`config.mk`:
```
export PLATFORM = sky130hd
export DESIGN_NAME = encoder_frame_multiturn_tracker_top_flat
export DESIGN_NICKNAME = d
export VERILOG_FILES = /design/src/rtl/core/enc_mt_pkg.sv /design/src/rtl/core/enc_mt_ifs.sv /design/src/rtl/core/enc_mt_front.sv /design/src/rtl/core/enc_mt_queue.sv /design/src/rtl/core/enc_mt_back.sv /design/src/rtl/core/encoder_frame_multiturn_tracker_top.sv /design/src/flat_wrapper.sv
export SDC_FILE = /design/constraint.sdc
export NUM_CORES = 1
export LEC_CHECK = 0
export ABC_AREA = 1
export ABC_CLOCK_PERIOD_IN_PS = 15600
export BUFFER_PORTS_ARGS = -buffer_cell sky130_fd_sc_hd__buf_2
export CAP_MARGIN = 20
export CORE_MARGIN = 4
export CORE_UTILIZATION = 60
export CTS_BUF_LIST = sky130_fd_sc_hd__clkbuf_8
export DETAILED_ROUTE_END_ITERATION = 7
export PLACE_DENSITY_LB_ADDON = 0.25
export SLEW_MARGIN = 15
export SYNTH_ARGS = -nofsm -noshare
export SYNTH_HDL_FRONTEND = slang
export SYNTH_SLANG_ARGS = --single-unit
```
`constraint.sdc`:
```
create_clock -name clk -period 15.6 [get_ports clk]
set_clock_uncertainty 0.05 [all_clocks]
set_input_delay 3.12 -clock clk [delete_from_list [all_inputs] [get_ports clk]]
set_output_delay 3.12 -clock clk [all_outputs]
set_load 0.03 [all_outputs]
```
`src/rtl/core/enc_mt_pkg.sv`:
```
// shared types, constants and helpers of the multiturn encoder frame tracker
// no dependencies; used by every file of the block
package enc_mt_pkg;

	localparam int CHANNELS_DEF = 2;
	localparam int CH_MAX_W     = 3;
	localparam int BYTE_W       = 8;
	localparam int ANGLE_W      = 10;
	localparam int COUNT_W      = 16;
	localparam int DATA_W       = 15;
	localparam int CFG_IDX_W    = 1;
	localparam int CFG_DATA_W   = 10;
	localparam int QUEUE_DEPTH  = 2;
	localparam int QPTR_W       = 1;
	localparam int QCNT_W       = 2;

	localparam logic [ANGLE_W-1:0] WRAP_HIGH_RST = 10'd800;
	localparam logic [ANGLE_W-1:0] WRAP_LOW_RST  = 10'd300;
	localparam logic [ANGLE_W-1:0] ANGLE_CH0_RST = 10'd512;

	// configuration register indexes
	localparam logic [CFG_IDX_W-1:0] CFG_WRAP_HIGH = 1'b0;
	localparam logic [CFG_IDX_W-1:0] CFG_WRAP_LOW  = 1'b1;

	typedef struct packed {
		logic [CH_MAX_W-1:0] ch;
		logic                ok;
		logic [ANGLE_W-1:0]  angle;
	} frame_t;

	typedef struct packed {
		logic                  we;
		logic [CFG_IDX_W-1:0]  idx;
		logic [CFG_DATA_W-1:0] data;
	} cfg_wr_t;

	function automatic int ch_width(input int n);
		ch_width = (n > 1) ? $clog2(n) : 1;
	endfunction

endpackage

```
`src/rtl/core/enc_mt_ifs.sv`:
```
// valid/ready channel interfaces of the multiturn encoder frame tracker
// depends on enc_mt_pkg
interface enc_mt_byte_if;
	logic                          valid;
	logic                          ready;
	logic [enc_mt_pkg::BYTE_W-1:0] rx_byte;

	modport source (output valid, output rx_byte, input ready);
	modport sink (input valid, input rx_byte, output ready);
endinterface

interface enc_mt_result_if;
	logic                           valid;
	logic                           ready;
	logic                           channel;
	logic                           frame_valid;
	logic [enc_mt_pkg::ANGLE_W-1:0] angle;
	logic [enc_mt_pkg::COUNT_W-1:0] turns;
	logic [enc_mt_pkg::COUNT_W-1:0] position;
	logic [enc_mt_pkg::COUNT_W-1:0] miss_count;

	modport source (output valid, output channel, output frame_valid, output angle,
		output turns, output position, output miss_count, input ready);
	modport sink (input valid, input channel, input frame_valid, input angle,
		input turns, input position, input miss_count, output ready);
endinterface

```
`src/rtl/core/enc_mt_front.sv`:
```
// front end: assembles three-byte frames, checks parity and status, picks the channel
// depends on enc_mt_pkg and enc_mt_byte_if
module enc_mt_front #(
	parameter int CHANNELS = enc_mt_pkg::CHANNELS_DEF
) (
	input  logic                clk,
	input  logic                arst_n,
	enc_mt_byte_if.sink         rx,
	output logic                push,
	output enc_mt_pkg::frame_t  frame,
	input  logic                q_ready
);

	localparam int CH_W = enc_mt_pkg::ch_width(CHANNELS);
	localparam logic [CH_W-1:0] CH_LAST = CH_W'(CHANNELS - 1);

	localparam logic [1:0] BIDX_FIRST  = 2'd0;
	localparam logic [1:0] BIDX_SECOND = 2'd1;
	localparam logic [1:0] BIDX_THIRD  = 2'd2;

	logic [1:0]                          byte_idx_q;
	logic [enc_mt_pkg::BYTE_W-1:0]       first_q;
	logic [enc_mt_pkg::BYTE_W-1:0]       second_q;
	logic [CH_W-1:0]                     ch_q;
	logic                                last_byte;
	logic                                accept;
	logic [enc_mt_pkg::DATA_W-1:0]       data;
	logic                                ok;

	// index three cannot occur but closes a frame like index two
	assign last_byte = byte_idx_q[1];
	assign rx.ready  = !last_byte || q_ready;
	assign accept    = rx.valid && rx.ready;

	assign data = {first_q[6:0], second_q};
	assign ok   = ((^data) == rx.rx_byte[7]) && second_q[4] && !second_q[3];

	assign push        = accept && last_byte;
	assign frame.ch    = enc_mt_pkg::CH_MAX_W'(ch_q);
	assign frame.ok    = ok;
	assign frame.angle = data[14:5];

	always_ff @(posedge clk or negedge arst_n) begin
		if (!arst_n) begin
			byte_idx_q <= BIDX_FIRST;
			first_q    <= '0;
			second_q   <= '0;
			ch_q       <= '0;
		end else if (accept) begin
			if (last_byte) begin
				byte_idx_q <= BIDX_FIRST;
				ch_q       <= (ch_q == CH_LAST) ? '0 : ch_q + 1'b1;
			end else if (byte_idx_q == BIDX_FIRST) begin
				first_q    <= rx.rx_byte;
				byte_idx_q <= BIDX_SECOND;
			end else begin
				second_q   <= rx.rx_byte;
				byte_idx_q <= BIDX_THIRD;
			end
		end
	end

endmodule

```
`src/rtl/core/enc_mt_queue.sv`:
```
// two-entry frame queue between the front end and the tracker
// depends on enc_mt_pkg
module enc_mt_queue (
	input  logic                clk,
	input  logic                arst_n,
	input  logic                push,
	input  enc_mt_pkg::frame_t  wr_frame,
	output logic                wr_ready,
	input  logic                pop,
	output enc_mt_pkg::frame_t  rd_frame,
	output logic                rd_valid
);

	enc_mt_pkg::frame_t                mem_q [enc_mt_pkg::QUEUE_DEPTH];
	logic [enc_mt_pkg::QPTR_W-1:0]     wr_ptr_q;
	logic [enc_mt_pkg::QPTR_W-1:0]     rd_ptr_q;
	logic [enc_mt_pkg::QCNT_W-1:0]     count_q;
	logic                              do_push;
	logic                              do_pop;

	assign wr_ready = count_q != enc_mt_pkg::QCNT_W'(enc_mt_pkg::QUEUE_DEPTH);
	assign rd_valid = count_q != '0;
	assign rd_frame = mem_q[rd_ptr_q];
	assign do_push  = push && wr_ready;
	assign do_pop   = pop && rd_valid;

	always_ff @(posedge clk) begin
		if (do_push) begin
			mem_q[wr_ptr_q] <= wr_frame;
		end
	end

	always_ff @(posedge clk or negedge arst_n) begin
		if (!arst_n) begin
			wr_ptr_q <= '0;
			rd_ptr_q <= '0;
			count_q  <= '0;
		end else begin
			if (do_push) begin
				wr_ptr_q <= wr_ptr_q + 1'b1;
			end
			if (do_pop) begin
				rd_ptr_q <= rd_ptr_q + 1'b1;
			end
			if (do_push && !do_pop) begin
				count_q <= count_q + 1'b1;
			end else if (do_pop && !do_push) begin
				count_q <= count_q - 1'b1;
			end
		end
	end

endmodule

```
`src/rtl/core/enc_mt_back.sv`:
```
// tracker: per-channel angle, turn and miss state, wrap thresholds, result register
// depends on enc_mt_pkg and enc_mt_result_if
module enc_mt_back #(
	parameter int CHANNELS = enc_mt_pkg::CHANNELS_DEF
) (
	input  logic                clk,
	input  logic                arst_n,
	input  enc_mt_pkg::cfg_wr_t cfg,
	input  logic                q_valid,
	input  enc_mt_pkg::frame_t  q_frame,
	output logic                pop,
	enc_mt_result_if.source     res
);

	localparam int CH_W = enc_mt_pkg::ch_width(CHANNELS);

	logic [enc_mt_pkg::ANGLE_W-1:0] wrap_high_q;
	logic [enc_mt_pkg::ANGLE_W-1:0] wrap_low_q;
	logic [enc_mt_pkg::ANGLE_W-1:0] angle_q [CHANNELS];
	logic [enc_mt_pkg::COUNT_W-1:0] turns_q [CHANNELS];
	logic [enc_mt_pkg::COUNT_W-1:0] miss_q  [CHANNELS];
	logic [enc_mt_pkg::COUNT_W-1:0] pos_q   [CHANNELS];
	logic                           res_valid_q;

	logic [CH_W-1:0]                c;
	logic [enc_mt_pkg::ANGLE_W-1:0] prev;
	logic                           fwd;
	logic                           bwd;
	logic [enc_mt_pkg::COUNT_W-1:0] turns_next;
	logic [enc_mt_pkg::COUNT_W-1:0] pos_next;
	logic [enc_mt_pkg::COUNT_W-1:0] miss_next;
	logic [enc_mt_pkg::ANGLE_W-1:0] angle_out;
	logic [enc_mt_pkg::COUNT_W-1:0] turns_out;
	logic [enc_mt_pkg::COUNT_W-1:0] pos_out;

	assign pop       = q_valid && (!res_valid_q || res.ready);
	assign res.valid = res_valid_q;

	assign c    = q_frame.ch[CH_W-1:0];
	assign prev = angle_q[c];
	// forward wins when both wrap conditions hold
	assign fwd  = (prev > wrap_high_q) && (q_frame.angle < wrap_low_q);
	assign bwd  = (prev < wrap_low_q) && (q_frame.angle > wrap_high_q);

	always_comb begin
		turns_next = turns_q[c];
		if (fwd) begin
			turns_next = turns_q[c] + 1'b1;
		end else if (bwd) begin
			turns_next = turns_q[c] - 1'b1;
		end
	end

	assign pos_next  = {turns_next[enc_mt_pkg::COUNT_W-enc_mt_pkg::ANGLE_W-1:0], q_frame.angle};
	assign miss_next = q_frame.ok ? '0 : ((miss_q[c] == '1) ? miss_q[c] : miss_q[c] + 1'b1);
	assign angle_out = q_frame.ok ? q_frame.angle : angle_q[c];
	assign turns_out = q_frame.ok ? turns_next : turns_q[c];
	assign pos_out   = q_frame.ok ? pos_next : pos_q[c];

	always_ff @(posedge clk or negedge arst_n) begin
		if (!arst_n) begin
			wrap_high_q <= enc_mt_pkg::WRAP_HIGH_RST;
			wrap_low_q  <= enc_mt_pkg::WRAP_LOW_RST;
			res_valid_q <= 1'b0;
			for (int i = 0; i < CHANNELS; i++) begin
				angle_q[i] <= (i == 0) ? enc_mt_pkg::ANGLE_CH0_RST : '0;
				turns_q[i] <= '0;
				miss_q[i]  <= '0;
				pos_q[i]   <= '0;
			end
		end else begin
			if (cfg.we) begin
				case (cfg.idx)
					enc_mt_pkg::CFG_WRAP_HIGH: wrap_high_q <= cfg.data;
					enc_mt_pkg::CFG_WRAP_LOW:  wrap_low_q  <= cfg.data;
					default: ;
				endcase
			end
			if (pop) begin
				res_valid_q <= 1'b1;
				angle_q[c]  <= angle_out;
				turns_q[c]  <= turns_out;
				miss_q[c]   <= miss_next;
				pos_q[c]    <= pos_out;
			end else if (res.ready) begin
				res_valid_q <= 1'b0;
			end
		end
	end

	always_ff @(posedge clk) begin
		if (pop) begin
			res.channel     <= q_frame.ch[0];
			res.frame_valid <= q_frame.ok;
			res.angle       <= angle_out;
			res.turns       <= turns_out;
			res.position    <= pos_out;
			res.miss_count  <= miss_next;
		end
	end

endmodule

```
`src/rtl/core/encoder_frame_multiturn_tracker_top.sv`:
```
// Multiturn absolute encoder frame tracker.
// Input channel rx carries one received serial byte per word; every three bytes
// form one frame for the current encoder, and encoders are served round-robin.
// Output channel res carries one word per frame: channel, pass flag, angle, turn
// count, packed position and consecutive miss count of that encoder.
// Configuration: cfg_we/cfg_index/cfg_data write the wrap high (index 0) and wrap
// low (index 1) thresholds; write only while no frame is in flight.
// Throughput: one byte per cycle, sustained while the receiver takes results; the front end,
// a two-entry frame queue and the tracker each stall on their own.
// Result path: after its third byte is taken, a frame is written into a queue slot,
// then into the tracker's result register, from which its result is offered.
// Reset: byte position, channel pointer, queue, counters and angles clear; channel
// 0 starts at angle 512, thresholds return to 800 and 300.
// When the receiver stalls, the held result stays, the queue fills, and rx.ready
// drops only on a third byte with the queue full.
// depends on enc_mt_pkg, enc_mt_ifs, enc_mt_front, enc_mt_queue, enc_mt_back
module encoder_frame_multiturn_tracker_top #(
	parameter int CHANNELS = enc_mt_pkg::CHANNELS_DEF
) (
	input  logic                                  clk,
	input  logic                                  arst_n,
	enc_mt_byte_if.sink                           rx,
	enc_mt_result_if.source                       res,
	input  logic                                  cfg_we,
	input  logic [enc_mt_pkg::CFG_IDX_W-1:0]      cfg_index,
	input  logic [enc_mt_pkg::CFG_DATA_W-1:0]     cfg_data
);

	logic               push;
	logic               q_ready;
	logic               q_valid;
	logic               pop;
	enc_mt_pkg::frame_t wr_frame;
	enc_mt_pkg::frame_t rd_frame;
	enc_mt_pkg::cfg_wr_t cfg;

	assign cfg.we   = cfg_we;
	assign cfg.idx  = cfg_index;
	assign cfg.data = cfg_data;

	enc_mt_front #(.CHANNELS(CHANNELS)) u_front (
		.clk     (clk),
		.arst_n  (arst_n),
		.rx      (rx),
		.push    (push),
		.frame   (wr_frame),
		.q_ready (q_ready)
	);

	enc_mt_queue u_queue (
		.clk      (clk),
		.arst_n   (arst_n),
		.push     (push),
		.wr_frame (wr_frame),
		.wr_ready (q_ready),
		.pop      (pop),
		.rd_frame (rd_frame),
		.rd_valid (q_valid)
	);

	enc_mt_back #(.CHANNELS(CHANNELS)) u_back (
		.clk     (clk),
		.arst_n  (arst_n),
		.cfg     (cfg),
		.q_valid (q_valid),
		.q_frame (rd_frame),
		.pop     (pop),
		.res     (res)
	);

endmodule

```
`src/flat_wrapper.sv`:
```
// flat-port wrapper written by rule: the top's interface ports become plain ports
module encoder_frame_multiturn_tracker_top_flat 
#(
	parameter int CHANNELS = enc_mt_pkg::CHANNELS_DEF
)
  (clk, arst_n, cfg_we, cfg_index, cfg_data, rx_valid, rx_rx_byte, rx_ready, res_valid, res_channel, res_frame_valid, res_angle, res_turns, res_position, res_miss_count, res_ready);
  enc_mt_byte_if rx_i ();
  enc_mt_result_if res_i ();
  input  logic clk;
  input  logic arst_n;
  input  logic cfg_we;
  input  logic [enc_mt_pkg::CFG_IDX_W-1:0] cfg_index;
  input  logic [enc_mt_pkg::CFG_DATA_W-1:0] cfg_data;
  input wire logic [$bits(rx_i.valid)-1:0] rx_valid;
  input wire logic [$bits(rx_i.rx_byte)-1:0] rx_rx_byte;
  output wire logic [$bits(rx_i.ready)-1:0] rx_ready;
  output wire logic [$bits(res_i.valid)-1:0] res_valid;
  output wire logic [$bits(res_i.channel)-1:0] res_channel;
  output wire logic [$bits(res_i.frame_valid)-1:0] res_frame_valid;
  output wire logic [$bits(res_i.angle)-1:0] res_angle;
  output wire logic [$bits(res_i.turns)-1:0] res_turns;
  output wire logic [$bits(res_i.position)-1:0] res_position;
  output wire logic [$bits(res_i.miss_count)-1:0] res_miss_count;
  input wire logic [$bits(res_i.ready)-1:0] res_ready;
  assign rx_i.valid = rx_valid;
  assign rx_i.rx_byte = rx_rx_byte;
  assign rx_ready = rx_i.ready;
  assign res_valid = res_i.valid;
  assign res_channel = res_i.channel;
  assign res_frame_valid = res_i.frame_valid;
  assign res_angle = res_i.angle;
  assign res_turns = res_i.turns;
  assign res_position = res_i.position;
  assign res_miss_count = res_i.miss_count;
  assign res_i.ready = res_ready;
  encoder_frame_multiturn_tracker_top #(.CHANNELS(CHANNELS)) u_core (.clk(clk), .arst_n(arst_n), .rx(rx_i), .res(res_i), .cfg_we(cfg_we), .cfg_index(cfg_index), .cfg_data(cfg_data));
endmodule
```
==> flow_summary_export.csv <==
group,metric,value,unit
grt,overflow,0,
cts,cts_buffers,39,
setup_path,required,15950,ps
power,powerDensity,227.7,nW/um^2
cts,clk_pin_slew,60,ps
cts,clk-insertion-delay-late,550,ps
layout,stdcell_count,1857,
logic_synthesis,synth_top_area_share,30.27,%
logic_synthesis,yosys-top-cells-area,"dfrtp_1, edfxtp_1, nand2_1",
setup_path,path_max_fanout,65,
logic_synthesis,synth_edf_count,84,
grt,grt_pass1_wl,46370,um
logic_synthesis,synthFlopType,"dfrtp_1",
logic_synthesis,ys_warn_count,0,
timing,setup_viol,0,
logic_synthesis,synth-async-reset-ratio,65.43,%
setup_path,slowest_delay,610,ps
setup_path,crit_arrival,5700,ps
grt,grt.total_usage,23.80,%
power,vdd_drop_max,238.3,uV
route,via_per_inst,5.263,
timing,tightest_slew,981.1,ps
cts,cts_root_buf,"clkbuf_8",
layout,multiInputGateArea,5121,um^2
setup_path,path_class,"input pin to flip-flop",
timing,max_freq,0.1869,GHz
timing,slew_viol_final,0,
layout,final.fill_count,1679,
layout,area_delta_synth_final,11.18,%
cts,cts.path.max_buffers,3,
placement,dp_cells,1784,
setup_path,cp_cell_sequence,"buf_2 > nor2_1 > a21oi_4 > buf_4 > inv_1 > nor2_2 > buf_4 > inv_2 > buf_4 > nand2_1 > o21ai_0",
logic_synthesis,seq_area_frac_synth,52.15,%
timing,post-route-period-util,34.30,%
power,p_leak,6.852,nW
setup_path,cp-end-kind,"flip-flop",
die,rows,52,
grt,grt_pass1_vias,9505,
logic_synthesis,avgSynthCellArea,8.464,um^2
route,wl,27400,um
die,die_x,152.2,um
die,initial_core_util,61.30,%
logic_synthesis,synth_top_cell_by_area,"dfrtp_1",
logic_synthesis,netlist_area,12480,um^2
run,drv.max_cap_violation_count,0,
route,detail_route.iter0.violations,752,
cts,htreeDepth,2,
timing,fin_setup_tns,0,ps
cts,tritoncts,"done",
power,finalPower,3.161,mW
cts,cts_setup_buffers,0,
timing,hold_violations,0,
logic_synthesis,synth_common_cells,"nand2_1, dfrtp_1, inv_1",
cts,postCtsHoldBufs,0,
timing,min_period,5350,ps
cts,clkSinkCount,243,
logic_synthesis,synth.distinct_cells,46,
cts,cts_resized,0,
die,num_io_pins,86,
layout,fin_nets,1622,
layout,seq_area,6511,um^2
min_path,hp-class,"flip-flop to flip-flop",
layout,drive_gt1_share,15.06,%
logic_synthesis,synth_most_common_cell,"nand2_1",
logic_synthesis,synthCells,1475,
setup_path,start_kind,"input pin",
placement,place_hpwl,18320,um
route,ant_nets,0,
timing,rsz0062_at_grt,"false",
layout,antenna_cells,0,
route,wl_per_cell,14.75,um
grt,grt_max_degree,97,
route,vias,9773,
setup_path,crit_top_cell,"buf_4",
logic_synthesis,synth_nets,1541,
placement,port_buffers,85,
route,drc,0,
route,drtPass1Iterations,6,
die,coreArea,20360,um^2
timing,slew_headroom,34.35,%
placement,place_congestion,0.8955,
setup_path,cp_slowest_cell,"buf_4",
die,die_area,23180,um^2
logic_synthesis,ys_ff_latch,243,
run_status,outcome,"completed",
die,die_h,152.2,um
grt,grt_antenna_before_repair,0,
routing by layer:
metal	track usage [%]	up-vias	routed length [um]
met1	34.09	4534	12490
met4	6.592	0	522
met3	3.635	41	1734
li1	-	4893	-
met2	38.31	305	12650
met5	0	-	0
metrics by stage:
step,area (um^2),setup WS (ps),util [%],hold WS [ps]
floorplan,12480,7770,-,391.5
global placement,13040,9721,64.02,408.0
detailed placement,13040,9568,64.02,413.9
CTS,13860,10130,68.06,431.4
global route,13880,9957,68.16,445.3
finish,13880,10250,68.16,428.3
cell type report:
class | count | share of cell area (%)
clock inverters | 27 | 1.469
flip-flops and latches | 243 | 46.91
multi-input cells | 1025 | 36.89
well taps | 270 | 2.434
clock buffers | 45 | 4.462
inverters | 154 | 4.200
repair buffers | 93 | 3.633
logic make-up after synthesis:
family	share of synthesized area [%]
simple gates	25.50
flops	52.15
buf+inv	6.935
compound gates	9.010
fa+ha+maj	4.209
xor+xnor	2.105
mux	0.09019
critical path, delay by kind of cell:
| kind | cells | cell delay [ps] |
|---|---|---|
| AOI/OAI and AO/OA | 2 | 170 |
| buffers and inverters | 6 | 2000 |
| and+or+nand+nor | 3 | 350 |
cell usage in the layout, fill, tap and decap left out, drive strengths merged, types with 25 or more instances in the layout:
master,instances
edfxtp,84
buf,93
o21ai,142
ha,42
a21oi,25
inv,159
dfrtp,151
nor2,94
nand3,66
clkbuf,45
nand2,571
flip-flops by register name, indices dropped and copies added (netlist names):
signal,count
u_core.u_front.ch_q,1
u_core.u_front.second_q,8
u_core.u_back.turns_q,32
u_core.u_back.miss_q,32
u_core.u_back.angle_q,20
u_core.u_back.res.miss_count,16
u_core.u_back.wrap_low_q,10
u_core.u_front.byte_idx_q,2
u_core.u_back.res.channel,1
u_core.u_back.res.frame_valid,1
u_core.u_back.res.valid,1
u_core.u_back.res.position,16
u_core.u_back.res.turns,16
u_core.u_back.res.angle,10
u_core.u_queue.wr_ptr_q,1
u_core.u_queue.mem_q,24
u_core.u_back.wrap_high_q,10
u_core.u_back.pos_q,32
u_core.u_queue.rd_ptr_q,1
u_core.u_front.first_q,7
u_core.u_queue.count_q,2
final timing paths:
kind | cells past startpoint | slack (ps) | endpoint | startpoint
min | 2 | 430 | u_core.u_back.miss_q[9] | u_core.u_back.miss_q[9]
max in group asynchronous | 2 | 11490 | u_core.u_back.miss_q[9] | arst_n
max reg2reg | 15 | 11220 | u_core.u_back.res.turns[10] | u_core.u_queue.rd_ptr_q
max | 11 | 10250 | u_core.u_back.angle_q[4] | res_ready
min reg2reg | 2 | 430 | u_core.u_back.miss_q[9] | u_core.u_back.miss_q[9]
min in group asynchronous | 1 | 2600 | u_core.u_back.pos_q[19] | arst_n
report_power, final:
part	internal, mW	leakage (nW)	switching (mW)	total [mW]
combinational	0.431	3.54	1.09	1.53
clock	0.316	0.442	0.259	0.575
sequential	0.950	2.87	0.110	1.06
Note: power is estimated with default switching activity, not from simulation.
